$ cat config.mk
export PLATFORM = sky130hd
export DESIGN_NAME = hee_back
export DESIGN_NICKNAME = d
export VERILOG_FILES = /design/src/sv/hee_pkg.sv /design/src/sv/hee_back.sv
export SDC_FILE = /design/constraint.sdc
export NUM_CORES = 1
export LEC_CHECK = 0
export BUFFER_PORTS_ARGS = -buffer_cell sky130_fd_sc_hd__buf_2
export CAP_MARGIN = 40
export CORE_ASPECT_RATIO = 0.75
export CORE_MARGIN = 2
export CORE_UTILIZATION = 45
export CTS_CLUSTER_SIZE = 20
export DETAILED_ROUTE_END_ITERATION = 16
export PLACE_DENSITY = 0.71
export RECOVER_POWER = 100
export SLEW_MARGIN = 20
export SYNTH_ARGS = -nofsm -noshare
export SYNTH_HDL_FRONTEND = slang
export SYNTH_SLANG_ARGS = --single-unit
$ cat constraint.sdc
create_clock -name aclk -period 5.2 [get_ports aclk]
set_clock_uncertainty 0.1 [all_clocks]
set_input_delay 0.78 -clock aclk [delete_from_list [all_inputs] [get_ports aclk]]
set_output_delay 0.78 -clock aclk [all_outputs]
set_load 0.03 [all_outputs]
$ cat src/sv/hee_pkg.sv
`timescale 1ns / 1ps
// shared types, constants and entity tables for the html entity encoder
// no dependencies

package hee_pkg;

    localparam int CP_W        = 21;
    localparam int NUM_DIGITS  = 7;
    localparam int IDX_W       = 4;
    localparam int QUEUE_DEPTH = 2;

    localparam logic [CP_W-1:0] ASCII_MAX = 21'd127;

    // divide by ten: q = (r * 838861) >> 23, exact for r below 2**22
    localparam logic [19:0] DIV10_MAGIC = 20'd838861;
    localparam int          DIV10_SHIFT = 23;

    localparam int          ADDR_W           = 3;
    localparam logic        REG_ESCAPE_QUOTE = 1'b0;
    localparam logic        REG_ESCAPE_TAGS  = 1'b1;

    localparam logic [7:0] CH_AMP   = 8'h26;
    localparam logic [7:0] CH_HASH  = 8'h23;
    localparam logic [7:0] CH_SEMI  = 8'h3B;
    localparam logic [7:0] CH_QUOTE = 8'h22;
    localparam logic [7:0] CH_LT    = 8'h3C;
    localparam logic [7:0] CH_GT    = 8'h3E;
    localparam logic [7:0] CH_ZERO  = 8'h30;

    typedef enum logic [2:0] {
        KIND_BYTE,
        KIND_QUOT,
        KIND_LT,
        KIND_GT,
        KIND_AMP,
        KIND_NUM
    } kind_t;

    typedef logic [3:0] digit_t;

    // one classified character, digits least significant first
    typedef struct packed {
        kind_t                      kind;
        logic [7:0]                 ch;
        digit_t [NUM_DIGITS-1:0]    digits;
        logic [2:0]                 ndig;
    } entry_t;

    // byte of a named entity at a given position
    function automatic logic [7:0] entity_byte(kind_t kind, logic [IDX_W-1:0] idx);
        logic [7:0] b;
        b = CH_SEMI;
        unique case (kind)
            KIND_QUOT: begin
                case (idx)
                    4'd0:    b = CH_AMP;
                    4'd1:    b = "q";
                    4'd2:    b = "u";
                    4'd3:    b = "o";
                    4'd4:    b = "t";
                    default: b = CH_SEMI;
                endcase
            end
            KIND_LT: begin
                case (idx)
                    4'd0:    b = CH_AMP;
                    4'd1:    b = "l";
                    4'd2:    b = "t";
                    default: b = CH_SEMI;
                endcase
            end
            KIND_GT: begin
                case (idx)
                    4'd0:    b = CH_AMP;
                    4'd1:    b = "g";
                    4'd2:    b = "t";
                    default: b = CH_SEMI;
                endcase
            end
            KIND_AMP: begin
                case (idx)
                    4'd0:    b = CH_AMP;
                    4'd1:    b = "a";
                    4'd2:    b = "m";
                    4'd3:    b = "p";
                    default: b = CH_SEMI;
                endcase
            end
            default: b = CH_SEMI;
        endcase
        return b;
    endfunction

    // position of the closing semicolon of a named entity
    function automatic logic [IDX_W-1:0] entity_last(kind_t kind);
        logic [IDX_W-1:0] n;
        n = 4'd0;
        unique case (kind)
            KIND_QUOT: n = 4'd5;
            KIND_LT:   n = 4'd3;
            KIND_GT:   n = 4'd3;
            KIND_AMP:  n = 4'd4;
            default:   n = 4'd0;
        endcase
        return n;
    endfunction

endpackage

$ cat src/sv/hee_back.sv
`timescale 1ns / 1ps
// back end: serializes one classified character into its byte run
// depends on hee_pkg

module hee_back (
    input  logic            aclk,
    input  logic            aresetn,
    input  logic            q_valid,
    input  hee_pkg::entry_t q_entry,
    output logic            q_pop,
    output logic            out_valid,
    input  logic            out_ready,
    output logic [7:0]      out_byte,
    output logic            out_last
);
    import hee_pkg::*;

    logic [IDX_W-1:0] idx_reg, idx_next;
    logic             out_valid_reg, out_valid_next;
    logic [7:0]       out_byte_reg, out_byte_next;
    logic             out_last_reg, out_last_next;

    logic [IDX_W-1:0] pos;
    logic [IDX_W-1:0] semi_idx;
    logic [7:0]       cur_byte;
    logic             cur_last;
    logic             load;

    // digits stored lsd first, emitted msd first after "&#"
    always_comb begin
        pos      = IDX_W'(q_entry.ndig) + 4'd1 - idx_reg;
        semi_idx = IDX_W'(q_entry.ndig) + 4'd2;
        cur_byte = q_entry.ch;
        cur_last = 1'b1;
        case (q_entry.kind) inside
            KIND_QUOT, KIND_LT, KIND_GT, KIND_AMP: begin
                cur_byte = entity_byte(q_entry.kind, idx_reg);
                cur_last = (idx_reg == entity_last(q_entry.kind));
            end
            KIND_NUM: begin
                cur_last = (idx_reg == semi_idx);
                if (idx_reg == 4'd0) begin
                    cur_byte = CH_AMP;
                end else if (idx_reg == 4'd1) begin
                    cur_byte = CH_HASH;
                end else if (cur_last) begin
                    cur_byte = CH_SEMI;
                end else begin
                    cur_byte = CH_ZERO + {4'b0000, q_entry.digits[pos[2:0]]};
                end
            end
            default: begin
                cur_byte = q_entry.ch;
                cur_last = 1'b1;
            end
        endcase
    end

    assign load  = q_valid && (!out_valid_reg || out_ready);
    assign q_pop = load && cur_last;

    always_comb begin
        idx_next       = idx_reg;
        out_valid_next = out_valid_reg;
        out_byte_next  = out_byte_reg;
        out_last_next  = out_last_reg;
        if (load) begin
            out_valid_next = 1'b1;
            out_byte_next  = cur_byte;
            out_last_next  = cur_last;
            idx_next       = cur_last ? '0 : idx_reg + 4'd1;
        end else if (out_ready) begin
            out_valid_next = 1'b0;
        end
    end

    always_ff @(posedge aclk) begin
        if (!aresetn) begin
            idx_reg       <= '0;
            out_valid_reg <= 1'b0;
        end else begin
            idx_reg       <= idx_next;
            out_valid_reg <= out_valid_next;
        end
        out_byte_reg <= out_byte_next;
        out_last_reg <= out_last_next;
    end

    assign out_valid = out_valid_reg;
    assign out_byte  = out_byte_reg;
    assign out_last  = out_last_reg;

    // a run never exceeds ten bytes
    a_idx_bound: assert property (@(posedge aclk) disable iff (!aresetn)
        idx_reg <= 4'd9)
        else $error("run position out of range");

    // the beat that retires a queue entry is flagged last
    a_pop_last: assert property (@(posedge aclk) disable iff (!aresetn)
        q_pop |=> (out_valid_reg && out_last_reg))
        else $error("entry retired without last beat");

    // the next run starts from its first byte
    a_pop_rewind: assert property (@(posedge aclk) disable iff (!aresetn)
        q_pop |=> (idx_reg == '0))
        else $error("run position not rewound");

endmodule

== Word-level counts from Yosys, hierarchy flattened ==
Cells that the tools add are included.
Operators by class
  reduce and logical (&&, ||, !) cells: 8
  add/sub/neg operators: 5
  eq/ne operators: 11
  mux-type cells: 19
  magnitude comparators: 1
Operators with widths (number)
  $pmux W7 S3: 2
  $pmux W7 S5: 1
  $pmux W8 S4: 1
  $pmux W7 S4: 1
  $mux W7: 3
  $mux W8: 2
  $bmux W4 S3: 1
  $mux W4: 3
  $pmux W3 S3: 1
  $eq A4 B2 Y1 const B: 2
  $eq A4 B4 Y1: 2
  $add A6 B4 Y7 const A: 1
  $eq A3 B2 Y1 const B: 2
  $eq A3 B3 Y1 const B: 2
  $add A3 B2 Y4 const B: 1
  $add A4 B1 Y4 const B: 1
  $eq A4 B1 Y1 const B: 1
  $eq A4 B3 Y1 const B: 1
  $logic_not A4 Y1: 1
  $lt A3 B4 Y1 const B: 1
  $mux W1: 4
  $reduce_or A4 Y1: 1
  $add A3 B1 Y3 const B: 1
  $eq A3 B1 Y1 const B: 1
  other kinds (6): 7
Storage, ports and cells
  word-level logic and storage cells: 48
  output and inout port bits: 11
  input port bits: 46
  register bits after elaboration: 14

== Logic depth before layout (Yosys ltp) ==
  depth after elaboration: 10
  depth in mapped cells: 11
  depth with buffers taken out: 10

== Worst setup path before layout ==
OpenSTA, ideal clock, no wires.
  kind: input port to output port
  start: input q_entry[0] (netlist name)
  end: output q_pop
  buffers on the path: 1
  stages on the path: 6
  required time: 4.320 ns
  setup slack: 2.041 ns
  arrival time: 2.279 ns
  cells stage by stage: ha_1 > buf_2 > nand4_1 > o211ai_1 > o32ai_4 > nor2_1
On the way
  word-level cells in the longest chain between the ends: 5
RTL lines
  start, declared: line hee_back.sv:9  | input hee_pkg::entry_t q_entry,
  $add A3 B2 Y4: line hee_back.sv:32  | semi_idx = IDX_W'(q_entry.ndig) + 4'd2;
  $eq A4 B4 Y1: line hee_back.sv:41  | cur_last = (idx_reg == semi_idx);
  $mux W1 (2 in series): line hee_back.sv:35  | case (q_entry.kind) inside
  $logic_and A1 B1 Y1: line hee_back.sv:60  | assign q_pop = load && cur_last;
  end, declared: line hee_back.sv:10  | output logic q_pop,
Every way passes these cells.

== Worst setup path in the final report ==
  start: input q_entry[41] (netlist name)
  end: output q_pop
On the way
  word-level cells in the longest chain between the ends: 7
  elaborated cells between the ends (all ways): 13
  classes of those cells: 6 x eq/ne; 4 x mux; 3 x reduce/logical
RTL lines
  $eq A3 B2 Y1: line hee_pkg.sv:98  | unique case (kind)
  $reduce_or A2 Y1 (no source line)
  $pmux W3 S3: line hee_pkg.sv:98
  $mux W4: line hee_back.sv:35
  $eq A4 B4 Y1: line hee_back.sv:38  | cur_last = (idx_reg == entity_last(q_entry.kind));
  $mux W1 (*): line hee_back.sv:35
  $logic_and A1 B1 Y1 (*): line hee_back.sv:60
Mark *: on every way between the ends. The rest lies on a longest branch, timed or not. The select of a mux whose other input is x is not followed.

==> flow_summary.yaml <==
timing:
  hold_viol: 0
  rsz0062_at_grt: "no"
  finalWorstSetupSlack_ns: 1.105
  slew_violations: 0
  period_needed_ns: 4.095
  timing.final.crit_share: 0.7875
  setup_viol: 0
  tightest_slew_ns: 0.9754
  setup_tns_ns: 0
  relSlewSlack: 0.3497
  fmax_ghz: 0.2442
logic_synthesis:
  synth_mux_area_frac: 0.1041
  syn_area_sq_um: 1550
  synth.most_common_cell: "nand2_1"
  synth.distinct_cells: 52
  synth_nets: 238
  synthTopCellsByArea: "edfxtp_1, dfxtp_1, ha_1"
  synth_common_cells: "nand2_1, nor2_1, a21oi_1"
  postSynthAreaPerCell_sq_um: 8.425
  synth-compound-area-share: 0.3002
  ys_warn_count: 0
  synth_top_family_by_area: "compound AO/OA/AOI/OAI gates"
  synth-edff-count: 9
  synth_ff_type: "edfxtp_1"
  async_flop_share: 0
  synthSimpleGateAreaFrac: 0.1768
  synth.top_cell.area_share: 0.1743
  synth-xor-area-share: 0.04439
  synthAdderAreaFrac: 0.06457
  ys_ff_latch: 14
  ys_seq_area_frac: 0.2389
  synth_cells: 184
  synth_top_cell_by_area: "edfxtp_1"
floorplan:
  die_w_um: 71.78
  die_h_um: 54.83
  placementRows: 18
  start_util: 0.4715
  core-area_sq_um: 3288
  io_pins: 57
  die_area_sq_um: 3935
clock_tree:
  root_buffer: "clkbuf_8"
  cts_buffer_depth: 2
  cts_tree: "yes"
  clock-sinks: 14
  clock_latency_ns: 0.24
  clk_pin_slew_ns: 0.05
  post_cts.repair.setup_buffers: 0
  cts_resized: 0
  htreeDepth: 1
  cts_made_buffers: 3
  hold_buffers: 0
route:
  first_iter_violations: 166
  drt_pass1_iterations: 4
  post_drt_wl_per_cell_um: 14.26
  num_vias: 1537
  wl_um: 3849
  drtAntennaViolNets: 0
  post_drt_via_cell_ratio: 5.693
  drc: 0
setup_path:
  cp-end-kind: "output port"
  crit_type: "in -> out"
  cp_cell_sequence: "clkbuf_1 -> nor3_1 -> o211ai_4 -> a211oi_1 -> o32ai_1 -> nor2_1 -> clkbuf_1"
  cp-start-kind: "primary input"
  slowest_delay_ns: 0.71
  cpMostUsedCell: "clkbuf_1"
  cp.arrival_ns: 3.22
  required_ns: 4.32
  critPathSlowestCell: "clkbuf_1"
  crit_fanout: 22
power:
  irDropWorstVdd_mv: 0.1666
  p_leak_nw: 0.7648
  p_per_area_nw_per_um2: 199.6
place:
  place.port_buffers: 56
  hpwl_um: 2888
  place_ws_ns: 1.751
  place_congestion: 0.8458
layout:
  antennaDiodeCount: 0
  drive_gt1_frac: 0.2522
  area_delta_synth_final_pct: 16.87
  largest_reg_flops: 8
  fin_nets: 285
grt:
  antenna_found_initial: 0
  grt_max_degree: 23
  track_usage: 0.2174
  grt_pass1_wl_um: 6617
  grt_overflow: 0
  grt_pass1_vias: 1486
outcome:
  status: "complete, no violations"
flow_run:
  maxCapViolations: 0
worst_hold_path:
  hold_path.class: "reg -> reg"
[metal layers]
metal / global-route usage / wire (um) / part of all wire
met1: 0.2740 / 1831 / 0.48
met2: 0.3812 / 1747 / 0.45
met3: 0.05525 / 257 / 0.067
met4: 0.05031 / 12 / 0.0031
met5: 0 / 0 / 0
[cells by family after synthesis]
logic type               after synthesis
AO/OA/AOI/OAI                         60
XOR/XNOR                               7
adder cells (fa/ha/maj)                8
buffers and inverters                 25
flip-flops                            14
multiplexers                          11
AND/OR/NAND/NOR                       59
[per-stage QoR]
| step | power (mW) | hold slack [ns] | util | instances | area [sq um] |
|---|---|---|---|---|---|
| global placement | 0.2762 | 0.4084 | 0.5510 | 266 | 1812 |
| global route | 0.3866 | 0.4762 | 0.5510 | 270 | 1812 |
| CTS | 0.3700 | 0.4139 | 0.5647 | 270 | 1857 |
| floorplan | 0.2393 | 0.4241 | - | 184 | 1550 |
| detailed placement | 0.2776 | 0.4068 | 0.5510 | 266 | 1812 |
| finish | 0.3616 | 0.4105 | 0.5510 | 270 | 1812 |
[worst max-delay path: cells and delay by family]
kind	cells	cell delay [ns]
AO/OA/AOI/OAI	3	1.10
buffers and inverters	2	0.95
AND/OR/NAND/NOR	2	0.38
[final cells by class]
type / instances / area [sq um]
well taps: 40 / 50.05
repair buffers: 56 / 264.0
clock buffers: 3 / 41.29
clock inverters: 1 / 3.754
flip-flops and latches: 14 / 370.4
multi-input cells: 145 / 1041
fillers: 329 / 1476
inverters: 11 / 41.29
[placed cells by master, fill, tap and decap left out, types with 2 or more instances in the layout]
master	count
o211ai_1	5
ha_1	8
nand2_1	21
buf_2	43
mux4_2	4
xor2_1	3
a22oi_1	3
o21ai_0	11
o31ai_1	4
xnor2_1	3
dfxtp_1	5
inv_1	11
nor4_1	2
edfxtp_1	9
nand3_1	4
and3_1	2
mux2i_1	6
clkbuf_8	3
nor2_1	16
a21oi_1	13
a31oi_1	6
nand2b_1	2
nor2b_1	3
nor3_1	5
clkbuf_1	13
a211oi_1	3
[report_power, final]
group | internal [mW] | total [mW] | switching (mW)
Clock | 0.0523 | 0.0914 | 0.0391
Combinational | 0.0599 | 0.140 | 0.0799
Sequential | 0.127 | 0.130 | 0.00307
Total | 0.239 | 0.362 | 0.122
[path summary, 6_finish.rpt]
kind	startpoint	endpoint	slack (ns)	cells after the start
setup / recovery	q_entry[41]	q_pop	1.10	7
hold / removal	out_valid	out_valid	0.41	2
setup reg to reg	idx_reg[0]	out_byte[1]	2.52	6
hold reg to reg	out_valid	out_valid	0.41	2
Note: power is estimated with default switching activity, not from simulation.
