File: src/sv/hee_pkg.sv
`timescale 1ns / 1ps
// shared types, constants and entity tables for the html entity encoder
// no dependencies

package hee_pkg;

    localparam int CP_W        = 21;
    localparam int NUM_DIGITS  = 7;
    localparam int IDX_W       = 4;
    localparam int QUEUE_DEPTH = 2;

    localparam logic [CP_W-1:0] ASCII_MAX = 21'd127;

    // divide by ten: q = (r * 838861) >> 23, exact for r below 2**22
    localparam logic [19:0] DIV10_MAGIC = 20'd838861;
    localparam int          DIV10_SHIFT = 23;

    localparam int          ADDR_W           = 3;
    localparam logic        REG_ESCAPE_QUOTE = 1'b0;
    localparam logic        REG_ESCAPE_TAGS  = 1'b1;

    localparam logic [7:0] CH_AMP   = 8'h26;
    localparam logic [7:0] CH_HASH  = 8'h23;
    localparam logic [7:0] CH_SEMI  = 8'h3B;
    localparam logic [7:0] CH_QUOTE = 8'h22;
    localparam logic [7:0] CH_LT    = 8'h3C;
    localparam logic [7:0] CH_GT    = 8'h3E;
    localparam logic [7:0] CH_ZERO  = 8'h30;

    typedef enum logic [2:0] {
        KIND_BYTE,
        KIND_QUOT,
        KIND_LT,
        KIND_GT,
        KIND_AMP,
        KIND_NUM
    } kind_t;

    typedef logic [3:0] digit_t;

    // one classified character, digits least significant first
    typedef struct packed {
        kind_t                      kind;
        logic [7:0]                 ch;
        digit_t [NUM_DIGITS-1:0]    digits;
        logic [2:0]                 ndig;
    } entry_t;

    // byte of a named entity at a given position
    function automatic logic [7:0] entity_byte(kind_t kind, logic [IDX_W-1:0] idx);
        logic [7:0] b;
        b = CH_SEMI;
        unique case (kind)
            KIND_QUOT: begin
                case (idx)
                    4'd0:    b = CH_AMP;
                    4'd1:    b = "q";
                    4'd2:    b = "u";
                    4'd3:    b = "o";
                    4'd4:    b = "t";
                    default: b = CH_SEMI;
                endcase
            end
            KIND_LT: begin
                case (idx)
                    4'd0:    b = CH_AMP;
                    4'd1:    b = "l";
                    4'd2:    b = "t";
                    default: b = CH_SEMI;
                endcase
            end
            KIND_GT: begin
                case (idx)
                    4'd0:    b = CH_AMP;
                    4'd1:    b = "g";
                    4'd2:    b = "t";
                    default: b = CH_SEMI;
                endcase
            end
            KIND_AMP: begin
                case (idx)
                    4'd0:    b = CH_AMP;
                    4'd1:    b = "a";
                    4'd2:    b = "m";
                    4'd3:    b = "p";
                    default: b = CH_SEMI;
                endcase
            end
            default: b = CH_SEMI;
        endcase
        return b;
    endfunction

    // position of the closing semicolon of a named entity
    function automatic logic [IDX_W-1:0] entity_last(kind_t kind);
        logic [IDX_W-1:0] n;
        n = 4'd0;
        unique case (kind)
            KIND_QUOT: n = 4'd5;
            KIND_LT:   n = 4'd3;
            KIND_GT:   n = 4'd3;
            KIND_AMP:  n = 4'd4;
            default:   n = 4'd0;
        endcase
        return n;
    endfunction

endpackage

File: src/sv/hee_queue.sv
`timescale 1ns / 1ps
// two-entry queue of classified characters between front and back end
// depends on hee_pkg

module hee_queue (
    input  logic            aclk,
    input  logic            aresetn,
    input  logic            push_valid,
    output logic            push_ready,
    input  hee_pkg::entry_t push_entry,
    output logic            pop_valid,
    input  logic            pop,
    output hee_pkg::entry_t pop_entry
);
    import hee_pkg::*;

    entry_t     mem_reg [QUEUE_DEPTH];
    logic       wr_ptr_reg, wr_ptr_next;
    logic       rd_ptr_reg, rd_ptr_next;
    logic [1:0] cnt_reg, cnt_next;
    logic       do_push;
    logic       do_pop;

    assign push_ready = (cnt_reg != 2'(QUEUE_DEPTH));
    assign pop_valid  = (cnt_reg != 2'd0);
    assign pop_entry  = mem_reg[rd_ptr_reg];
    assign do_push    = push_valid && push_ready;
    assign do_pop     = pop && pop_valid;

    always_comb begin
        wr_ptr_next = do_push ? !wr_ptr_reg : wr_ptr_reg;
        rd_ptr_next = do_pop ? !rd_ptr_reg : rd_ptr_reg;
        cnt_next    = cnt_reg + 2'(do_push) - 2'(do_pop);
    end

    always_ff @(posedge aclk) begin
        if (!aresetn) begin
            wr_ptr_reg <= 1'b0;
            rd_ptr_reg <= 1'b0;
            cnt_reg    <= 2'd0;
        end else begin
            wr_ptr_reg <= wr_ptr_next;
            rd_ptr_reg <= rd_ptr_next;
            cnt_reg    <= cnt_next;
        end
        if (do_push) begin
            mem_reg[wr_ptr_reg] <= push_entry;
        end
    end

endmodule

File: config.mk
export PLATFORM = sky130hd
export DESIGN_NAME = hee_queue
export DESIGN_NICKNAME = d
export VERILOG_FILES = /design/src/sv/hee_pkg.sv /design/src/sv/hee_queue.sv
export SDC_FILE = /design/constraint.sdc
export NUM_CORES = 1
export LEC_CHECK = 0
export ABC_AREA = 1
export BUFFER_PORTS_ARGS = -buffer_cell sky130_fd_sc_hd__buf_2
export CORE_UTILIZATION = 56
export DETAILED_ROUTE_END_ITERATION = 10
export PLACE_DENSITY_LB_ADDON = 0.15
export SYNTH_ARGS = -nofsm -noshare
export SYNTH_HDL_FRONTEND = slang
export SYNTH_SLANG_ARGS = --single-unit
export TNS_END_PERCENT = 30
File: constraint.sdc
create_clock -name aclk -period 5.55 [get_ports aclk]
set_clock_uncertainty 0.05 [all_clocks]
set_input_delay 0.555 -clock aclk [delete_from_list [all_inputs] [get_ports aclk]]
set_output_delay 0.555 -clock aclk [all_outputs]
set_load 0.05 [all_outputs]
---- Word level (Yosys, flattened, before mapping) ----
Memories as Yosys holds them, arrays and structs flattened. A register that Yosys moved wholly into a read port is not among the register bits.
Index checks and enable logic that the tools add are counted.
storage, ports and cells
  flip-flop bits (word level) ............. 4
  bits in latches ......................... 0
  memory bits (writable) .................. 84
  bits in read-only memories .............. 0
  input bits .............................. 46
  output and inout bits ................... 44
  word-level logic and storage cells ...... 16
  memories ................................ 1
cells by class
  add/subtract/negate cells ............... 2
  $mul .................................... 0
  div/mod/pow operators ................... 0
  magnitude comparators ................... 0
  equality and inequality tests ........... 1
  shift operators ......................... 0
  mux-type cells .......................... 4
  bitwise logic cells ..................... 0
  reduce and logical (&&, ||, !) cells .... 5
memory list
  memory   words  width  read ports  clocked after Yosys merged registers in  write ports  line             text
  mem_reg  2      42     1           1                                        1            hee_queue.sv:17  entry_t mem_reg [QUEUE_DEPTH];
operators with widths
  kind                                         number
  1-bit 2-to-1 mux                             4
  2-bit by 1-bit adder with 2-bit output       1
  1-bit logical AND                            2
  1-bit zero test                              2
  2-bit != test (second input constant)        1
  2-bit nonzero test                           1
  2-bit by 1-bit subtractor with 2-bit output  1

---- Longest topological paths before layout ----
Gate-level depths: netlist of run 1.
  depth after elaboration ................. 4
  mapped depth ............................ 11
  mapped depth without buffers ............ 11

---- Worst setup path after synthesis of run 1 ----
Ideal clock, no wire load.
  kind .................................... reg-to-reg
  from .................................... register cnt_reg[0]
  to ...................................... memory mem_reg[1][0] (netlist name), enable pin
  setup time .............................. 0.443 ns
  arrival time ............................ 2.807 ns
  data required time ...................... 5.057 ns
  setup slack ............................. 2.250 ns
  stages on the path, launching flop included .. 5
  path buffers ............................ 0
  clock period less this slack ............ 3.300 ns
  cell sequence ........................... dfxtp_1 inv_1 nand2_1 nand2_1 nor2_1
on the way
  longest elaborated chain between the ends .. 4
ends and longest elaborated chain
  what                                    line             text
  start, declared                         hee_queue.sv:20  logic [1:0] cnt_reg, cnt_next;
  start signal, assigned                  hee_queue.sv:44  cnt_reg <= cnt_next;
  2-bit != test                           hee_queue.sv:24  assign push_ready = (cnt_reg != 2'(QUEUE_DEPTH));
  via push_ready                          hee_queue.sv:9   output logic push_ready,
  1-bit logical AND                       hee_queue.sv:27  assign do_push = push_valid && push_ready;
  1-bit 2-to-1 mux                        hee_queue.sv:46  if (do_push) begin
  1-bit 2-to-1 mux (not written as such)  hee_queue.sv:47  mem_reg[wr_ptr_reg] <= push_entry;
  end, declared                           hee_queue.sv:17
The timed path passes the listed nets, and every way through them passes these cells.

==> results of run 1 <==
[report_power, final]
part	switching [mW]	leakage [nW]	internal [mW]
registers	0.0428	0.827	0.852
logic	0.550	0.747	0.254
clock network	0.207	0.114	0.297
[cell families after synthesis]
family,synth area share
DFF,0.755
AOI/OAI and AO/OA,0.00144
buffers and inverters,0.0339
xor gates and xnor gates,0.00252
adders and majority gates,0.00360
and+or+nand+nor,0.0238
muxes,0.179
[cell usage after synthesis]
cell type	instances	share of area
a21oi_1	1	0.0014
mux2_2	2	0.0065
ha_1	1	0.0036
buf_12	4	0.023
nand2_1	11	0.012
inv_1	7	0.0076
dfxtp_1	5	0.029
xnor2_1	1	0.0025
edfxtp_1	84	0.73
nand3_1	1	0.0014
mux2_4	40	0.17
nor2_2	1	0.0018
nor2_1	8	0.0086
buf_6	1	0.0032
[per-stage QoR]
stage | instance area (µm²) | hold WS [ns]
after floorplan | 3470 | 0.417
after global placement | 3960 | 0.428
after detailed placement | 3960 | 0.440
after CTS | 4190 | 0.321
after global routing | 4190 | 0.315
final | 4190 | 0.336
[worst max-delay path: stages (launching register included)]
cell	delay, ns
dfxtp_2	0.60
buf_4	0.55
mux2_2	0.40
buf_2	0.21
[worst paths after layout]
| check | from | to | depth (start not counted) |
|---|---|---|---|
| max | flop | pop_entry[0] | 3 |
| min | push_entry[25] | mem_reg[1][25] | 1 |
| max reg2reg | cnt_reg[0] | mem_reg[0][31] | 5 |
| min reg2reg | rd_ptr_reg | rd_ptr_reg | 2 |
[area by class of cell]
type / count / area (µm²)
tap: 75 / 93.8
sequential: 89 / 2620
timing repair buffer: 92 / 468
inverter: 7 / 26.3
multi-input combinational: 66 / 747
clock inverter: 6 / 106
fill: 409 / 1760
clock buffer: 10 / 128
[cells in the final DEF, fill, tap and decap left out, drive strengths merged]
cell and instances:
edfxtp 84, clkbuf 10, buf 92, nand3 1, nor2 9, a21oi 1, nand2 11, dfxtp 5
clkinv 2, ha 1, clkinvlp 1, bufinv 3, xnor2 1, mux2 42, inv 7
[routing by layer]
metal | routed length (µm) | vias to the layer above | track usage | share of wire
met5 | 0 | - | 0 | 0
met4 | 97 | 0 | 0.0839 | 0.019
met3 | 339 | 9 | 0.0663 | 0.066
met2 | 2690 | 66 | 0.286 | 0.53
met1 | 1980 | 810 | 0.190 | 0.39
li1 | - | 820 | - | -
==> impl_metrics.csv, run 1 <==
group,metric,value,unit
outcome,status,"finished clean",
floorplan,io_pins,90,
detailed_routing,wl_per_cell,14.8,µm
detailed_routing,drcViolationCount,0,
detailed_routing,vias,1705,
logic_synthesis,ys_warn_count,0,
final_layout,post-route-util,0.704,
place,gp_congestion,0.668,
setup_path,cp.arrival,2.11,ns
clock_tree,cts_root_buf,"clkbuf_8",
clock_tree,hold_buffers,0,
sta,setup-violations-final,0,
detailed_routing,via_per_inst,4.94,
setup_path,start_kind,"flop",
sta,tightest_slew,0.609,ns
setup_path,cp_max_fo,30,
sta,min_period_over_period,0.490,
power_and_ir_drop,p_per_area,525,nW/µm²
final_layout,nets,312,
logic_synthesis,synth_cells,167,
sta,relSlewSlack,0.593,
logic_synthesis,synth_seq_area_share,0.755,
grt,antenna_found_initial,0,
final_layout,largest_register_ffs,84,
logic_synthesis,ys_ff_latch,89,
final_layout,areaGrowthSynthToFinish,20.8,%
logic_synthesis,synth.avg_cell_area,20.8,µm²
hold_path,hold_class,"in2reg",
setup_path,worstPathRequired,4.95,ns
power_and_ir_drop,ir_worst_vdd,0.423,mV
logic_synthesis,syn_area,3470,µm²
clock_tree,cts_made_buffers,9,
sta,rsz0062_at_grt,"false",
detailed_routing,totalWireLength,5100,µm
detailed_routing,drt_iter0_markers,69,
floorplan,die_y,80.7,µm
place,port_buffers,89,
clock_tree,clock-sinks,89,
place,dp_cells,329,
sta,fin_ws,2.83,ns
detailed_routing,dr.pass1.iters,4,
floorplan,start_util,0.583,
floorplan,coreArea,5960,µm²
clock_tree,cts_resized,0,
floorplan,die_w,80.7,µm
power_and_ir_drop,p_total,2.20,mW
setup_path,reg2reg_slack,3.49,ns
clock_tree,clockBufferDepth,2,
run,max_cap_viol_count,0,
grt,grt_max_degree,31,
sta,slew_viol_final,0,
sta,hold_viol_final,0,
grt,grt_overflow,0,
detailed_routing,drtAntennaViolNets,0,
sta,layout_min_cycle_time,2.72,ns
floorplan,dieArea,6520,µm²
grt,grt_pass1_wl,7700,µm
clock_tree,clkSlewWorstSetupHoldPaths,0.09,ns
setup_path,crit_type,"reg2out",
sta,max_freq,0.368,GHz
grt,grt_pass1_vias,1699,
place,dp_slack,3.18,ns
clock_tree,clkLatencyLatePin,0.34,ns
final_layout,layout-drive-gt1-share,0.563,
setup_path,critPathCaptureType,"output port",
grt,grt.total_usage,0.170,
final_layout,fin_cells,345,
power_and_ir_drop,power.leakage,1.69,nW
floorplan,placementRows,28,
place,dp_hpwl,3400,µm
logic_synthesis,synth_nets,214,
clock_tree,post_cts.repair.setup_buffers,0,
clock_tree,ctsHtreeMaxLevel,3,
sta,fin_setup_tns,0,ns
final_layout,num_antenna_cells,0,
logic_synthesis,synth.distinct_cells,14,
clock_tree,cts_tree,"built",
Power figures use the tool's default switching activity.
==> run 2, diff against run 1 <==
--- a/config.mk
+++ b/config.mk
@@ -7,7 +7,7 @@
 export LEC_CHECK = 0
 export ABC_AREA = 1
 export BUFFER_PORTS_ARGS = -buffer_cell sky130_fd_sc_hd__buf_2
-export CORE_UTILIZATION = 56
+export CORE_UTILIZATION = 52
 export DETAILED_ROUTE_END_ITERATION = 10
 export PLACE_DENSITY_LB_ADDON = 0.15
 export SYNTH_ARGS = -nofsm -noshare
==> constraint.sdc (replaced) <==
create_clock -name aclk -period 2.8 [get_ports aclk]
set_clock_uncertainty 0.05 [all_clocks]
set_input_delay 0.28 -clock aclk [delete_from_list [all_inputs] [get_ports aclk]]
set_output_delay 0.28 -clock aclk [all_outputs]
set_load 0.05 [all_outputs]
==> run 2 against run 1 <==
Count of clock-buffer cells in the layout grew 3. Critical path type unchanged. Critical endpoint is now pop_entry[4]. Utilization is 4.8 points lower. Cell count grew 0.87%. Final area decreased by 0.15%. Worst hold slack worse by 0.26 ns.
==> impl_metrics.csv, run 2 (synthesized netlist as in run 1, its figures left out) <==
group,metric,value,unit
place,dp_hpwl,3600,µm
setup_path,cp_max_fo,11,
power_and_ir_drop,ir_worst_vdd,0.566,mV
final_layout,layout-drive-gt1-share,0.554,
floorplan,start_util,0.544,
floorplan,dieArea,7010,µm²
clock_tree,cts_resized,0,
setup_path,worstReg2RegEnd,"mem_reg[1][32]",
setup_path,timing.rr.start,"cnt_reg[0]",
place,port_buffers,89,
sta,fin_setup_tns,0,ns
clock_tree,cts_root_buf,"clkbuf_8",
clock_tree,cts_tree,"built",
detailed_routing,drtAntennaViolNets,0,
detailed_routing,wl_per_cell,15.0,µm
hold_path,hold_class,"in2reg",
floorplan,die_y,83.7,µm
final_layout,final_cell_mix,"buf_2 (89), edfxtp_1 (84), mux2_4 (40), nand2_1 (11), clkbuf_8 (9)",
final_layout,final_common_cell,"buf_2",
clock_tree,ctsHtreeMaxLevel,3,
sta,relSlewSlack,0.753,
sta,holdWs,0.0718,ns
clock_tree,post_cts.repair.setup_buffers,0,
floorplan,placementRows,29,
grt,grt_pass1_wl,8560,µm
final_layout,post-route-util,0.656,
clock_tree,cts_made_buffers,9,
sta,rsz0062_at_grt,"false",
setup_path,worstRegToRegCells,5,
setup_path,critPathCapture,"pop_entry[4]",
power_and_ir_drop,power.leakage,1.67,nW
detailed_routing,drt_iter0_markers,83,
sta,hold_viol_final,0,
setup_path,critPathCaptureType,"output port",
detailed_routing,totalWireLength,5220,µm
setup_path,cp.arrival,1.76,ns
run,max_cap_viol_count,0,
detailed_routing,vias,1681,
sta,slew_viol_final,0,
place,gp_congestion,0.736,
clock_tree,clock-sinks,89,
grt,grt.total_usage,0.164,
grt,antenna_found_initial,0,
final_layout,fin_cells,348,
detailed_routing,via_per_inst,4.83,
setup_path,start_kind,"flop",
sta,layout_min_cycle_time,2.09,ns
outcome,status,"finished clean",
place,dp_cells,332,
grt,grt_max_degree,34,
clock_tree,clkSlewWorstSetupHoldPaths,0.08,ns
setup_path,reg2reg_slack,1.12,ns
floorplan,io_pins,90,
clock_tree,hold_buffers,0,
sta,tightest_slew,0.370,ns
setup_path,worstPathRequired,2.47,ns
final_layout,num_antenna_cells,0,
floorplan,coreArea,6390,µm²
power_and_ir_drop,p_total,4.21,mW
final_layout,nets,313,
floorplan,die_w,83.7,µm
detailed_routing,dr.pass1.iters,4,
power_and_ir_drop,p_per_area,1010,nW/µm²
final_layout,largest_register_ffs,84,
grt,grt_overflow,0,
detailed_routing,drcViolationCount,0,
clock_tree,clockBufferDepth,2,
final_layout,areaGrowthSynthToFinish,20.6,%
setup_path,crit_type,"reg2out",
clock_tree,clkLatencyLatePin,0.34,ns
sta,setup-violations-final,0,
sta,max_freq,0.479,GHz
grt,grt_pass1_vias,1760,
sta,min_period_over_period,0.746,
==> run 2: worst max-delay path, cell delays in order, from the launching register on <==
cell	delay, ns
dfxtp_2	0.56
buf_4	0.32
mux2_4	0.32
buf_2	0.21
==> run 2: per-stage QoR <==
| stage | cell area (µm²) | setup WS [ns] |
|---|---|---|
| 5_1_grt | 4190 | 0.632 |
| 3_3_place_gp | 4010 | 1.07 |
| 6_report | 4190 | 0.711 |
| 2_1_floorplan | 3470 | -0.488 |
| 4_1_cts | 4190 | 0.667 |
| 3_5_place_dp | 4010 | 1.05 |
==> run 2: how the worst min path moves through the flow <==
stage | from | end | slack [ns] | cells past startpoint
2_1_floorplan | aresetn | cnt_reg[0] | 0.32 | 2
3_3_place_gp | push_entry[10] | mem_reg[1][10] | 0.42 | 1
3_5_place_dp | push_entry[10] | mem_reg[0][10] | 0.42 | 1
4_1_cts | push_entry[25] | mem_reg[1][25] | 0.06 | 1
5_1_grt | push_entry[10] | mem_reg[1][10] | 0.05 | 1
6_report | push_entry[21] | mem_reg[0][21] | 0.07 | 1
==> run 2: routing by layer <==
layer / GRT usage / part of all wire / routed length, µm
met1: 0.193 / 0.39 / 2060
met2: 0.280 / 0.53 / 2790
met3: 0.0584 / 0.059 / 307
met4: 0.0555 / 0.013 / 68
met5: 0 / 0 / 0
==> run 2: cell type report <==
type,count,area [µm²]
repair buffers,93,513
flip-flops and latches,89,2620
clock inverters,3,41.3
inverters,7,26.3
multi-input cells,66,747
well taps,77,96.3
fillers,489,2200
clock buffers,13,139
==> run 2: power breakdown <==
part           leakage, nW  switching (mW)  internal (mW)
Combinational        0.762            1.09          0.533
Clock               0.0853           0.405          0.412
Sequential           0.827          0.0822           1.69
==> run 3, diff against run 2 <==
--- a/config.mk
+++ b/config.mk
@@ -7,7 +7,7 @@
 export LEC_CHECK = 0
 export ABC_AREA = 1
 export BUFFER_PORTS_ARGS = -buffer_cell sky130_fd_sc_hd__buf_2
-export CORE_UTILIZATION = 52
+export CORE_UTILIZATION = 47
 export DETAILED_ROUTE_END_ITERATION = 10
 export PLACE_DENSITY_LB_ADDON = 0.15
 export SYNTH_ARGS = -nofsm -noshare
==> constraint.sdc (replaced) <==
create_clock -name aclk -period 1.7 [get_ports aclk]
set_clock_uncertainty 0.05 [all_clocks]
set_input_delay 0.17 -clock aclk [delete_from_list [all_inputs] [get_ports aclk]]
set_output_delay 0.17 -clock aclk [all_outputs]
set_load 0.05 [all_outputs]
==> run 3 against run 2 <==
Utilization grew 2.3 points. Clock power is 76% higher. Global-route usage down 0.83 points. Largest power group unchanged. Sequential power grew 64%. Sequential share of layout area shrank 7.2 points. Flip-flop and latch count is the same. Register-to-register slack got worse by 0.97 ns. Via count increased by 9.9%. Largest cell class unchanged. First-iteration DRC count up 7.2%.
==> impl_metrics.csv, run 3 (synthesized netlist as in run 1, its figures left out) <==
group,metric,value,unit
sta,max_freq,0.590,GHz
final_layout,largest_register_ffs,84,
detailed_routing,via_per_inst,4.50,
floorplan,placementRows,30,
setup_path,worstPathRequired,1.48,ns
setup_path,crit_type,"reg2out",
grt,grt_max_degree,29,
setup_path,crit_slowest_cell,"dfxtp_4",
outcome,status,"finished clean",
grt,grt_pass1_vias,1877,
setup_path,crit_buf_inv,2,
setup_path,cp_max_fo,10,
floorplan,die_y,88.0,µm
final_layout,regArea,2630,µm²
floorplan,coreArea,6980,µm²
sta,slew_viol_final,0,
clock_tree,clockBufferDepth,2,
final_layout,layout-drive-gt1-share,0.505,
floorplan,dieArea,7740,µm²
power_and_ir_drop,p_total,7.25,mW
grt,grt.total_usage,0.156,
final_layout,areaGrowthSynthToFinish,36.4,%
clock_tree,post_cts.repair.setup_buffers,0,
detailed_routing,drt_iter0_markers,89,
final_layout,finalInstanceArea,4740,µm²
hold_path,hold_class,"in2reg",
sta,min_period_over_period,0.997,
sta,hold_viol_final,0,
sta,tightest_slew,0.263,ns
setup_path,cp.arrival,1.48,ns
floorplan,start_util,0.497,
clock_tree,ctsHtreeMaxLevel,3,
grt,grt_pass1_wl,8580,µm
place,gp_congestion,0.754,
grt,grt.met2_usage,0.266,
final_layout,final_cell_mix,"buf_2 (86), edfxtp_1 (84), dlygate4sd3_1 (43), mux2_4 (40)",
setup_path,cp_cell_sequence,"buf_4 > mux2_4 > buf_2",
detailed_routing,drtAntennaViolNets,0,
detailed_routing,wl_per_cell,13.5,µm
final_layout,nets,359,
grt,antenna_found_initial,0,
detailed_routing,vias,1848,
sta,rsz0062_at_grt,"true",
final_layout,multi_input_area,779,µm²
grt,met3_usage,0.0415,
power_and_ir_drop,p_per_area,1530,nW/µm²
place,dpl_cell_area,4090,µm²
detailed_routing,drcViolationCount,0,
clock_tree,cts_root_buf,"clkbuf_8",
power_and_ir_drop,power.leakage,1.90,nW
setup_path,start_kind,"flop",
detailed_routing,dr.pass1.iters,4,
final_layout,final_common_cell,"buf_2",
clock_tree,cts_made_buffers,9,
sta,setup-violations-final,0,
sta,layout_min_cycle_time,1.70,ns
floorplan,die_w,88.0,µm
sta,relSlewSlack,0.826,
clock_tree,clkLatencyLatePin,0.34,ns
final_layout,num_antenna_cells,0,
run,max_cap_viol_count,0,
place,port_buffers,89,
clock_tree,clock-sinks,89,
grt,grt.busiest_layer,"met2",
grt,met1_usage,0.179,
final_layout,fillers,511,
setup_path,crit_path_max_incr_delay,0.38,ns
clock_tree,clkSlewWorstSetupHoldPaths,0.08,ns
setup_path,critical-path-top-delay-family,"buffers and inverters",
power_and_ir_drop,ir_worst_vdd,0.894,mV
place,dp_hpwl,3550,µm
grt,grt_overflow,0,
detailed_routing,totalWireLength,5540,µm
floorplan,io_pins,90,
setup_path,critPathCaptureType,"output port",
clock_tree,cts_tree,"built",
## run 3: final cells by class
cell class | count | area share
well taps | 96 | 0.0254
repair buffers | 139 | 0.208
clock buffers | 9 | 0.0262
multi-input cells | 66 | 0.165
inverters | 7 | 0.00555
flip-flops and latches | 89 | 0.555
clock inverters | 5 | 0.0153
## run 3: repair_timing
item / CTS / global route
hold buffers: 43 / 0
endpoints found under the hold margin: 85 / 0
gates resized for setup: 4 / 4
gates cloned: 0 / 0
endpoints found under the setup margin: 26 / 30
## run 3: per-stage QoR
step / worst slack (ns) / TNS (ns) / hold WS [ns] / util / std cells
finish: 0.00486 / 0 / 0.175 / 0.678 / 411
global route: -0.0592 / -1.08 / 0.211 / 0.678 / 411
CTS: -0.0277 / -0.447 / 0.158 / 0.677 / 411
detailed placement: 0.0590 / 0 / 0.311 / 0.585 / 354
global placement: 0.200 / 0 / 0.307 / 0.585 / 354
floorplan: -0.00954 / -0.401 / 0.213 / - / 167
## run 3: path summary, 6_finish.rpt
| path | startpoint | end | slack [ns] | cells after the start |
|---|---|---|---|---|
| worst max register to register | cnt_reg[1] | cnt_reg[1] | 0.15 | 9 |
| worst min register to register | rd_ptr_reg | rd_ptr_reg | 0.45 | 2 |
| worst min-delay path | push_valid | wr_ptr_reg | 0.17 | 5 |
| worst max-delay path | flop | pop_entry[8] | 0.005 | 3 |
## run 3: worst min-delay path, cell delays in order
cell and delay, ns:
buf_2 0.13, nand2_8 0.09, nand2_1 0.05, nand2_1 0.05, nor2_1 0.03
## run 3: report_power, final
part           switching (mW)  leakage (nW)  internal [mW]
clock                   0.646         0.100          0.799
combinational            1.89         0.970           1.01
sequential              0.116         0.827           2.79
## run 3: layer usage
layer  share of wire  routed length [µm]
met4           0.015                  84
met3           0.049                 271
met1            0.41                2300
met2            0.52                2890
met5               0                   0
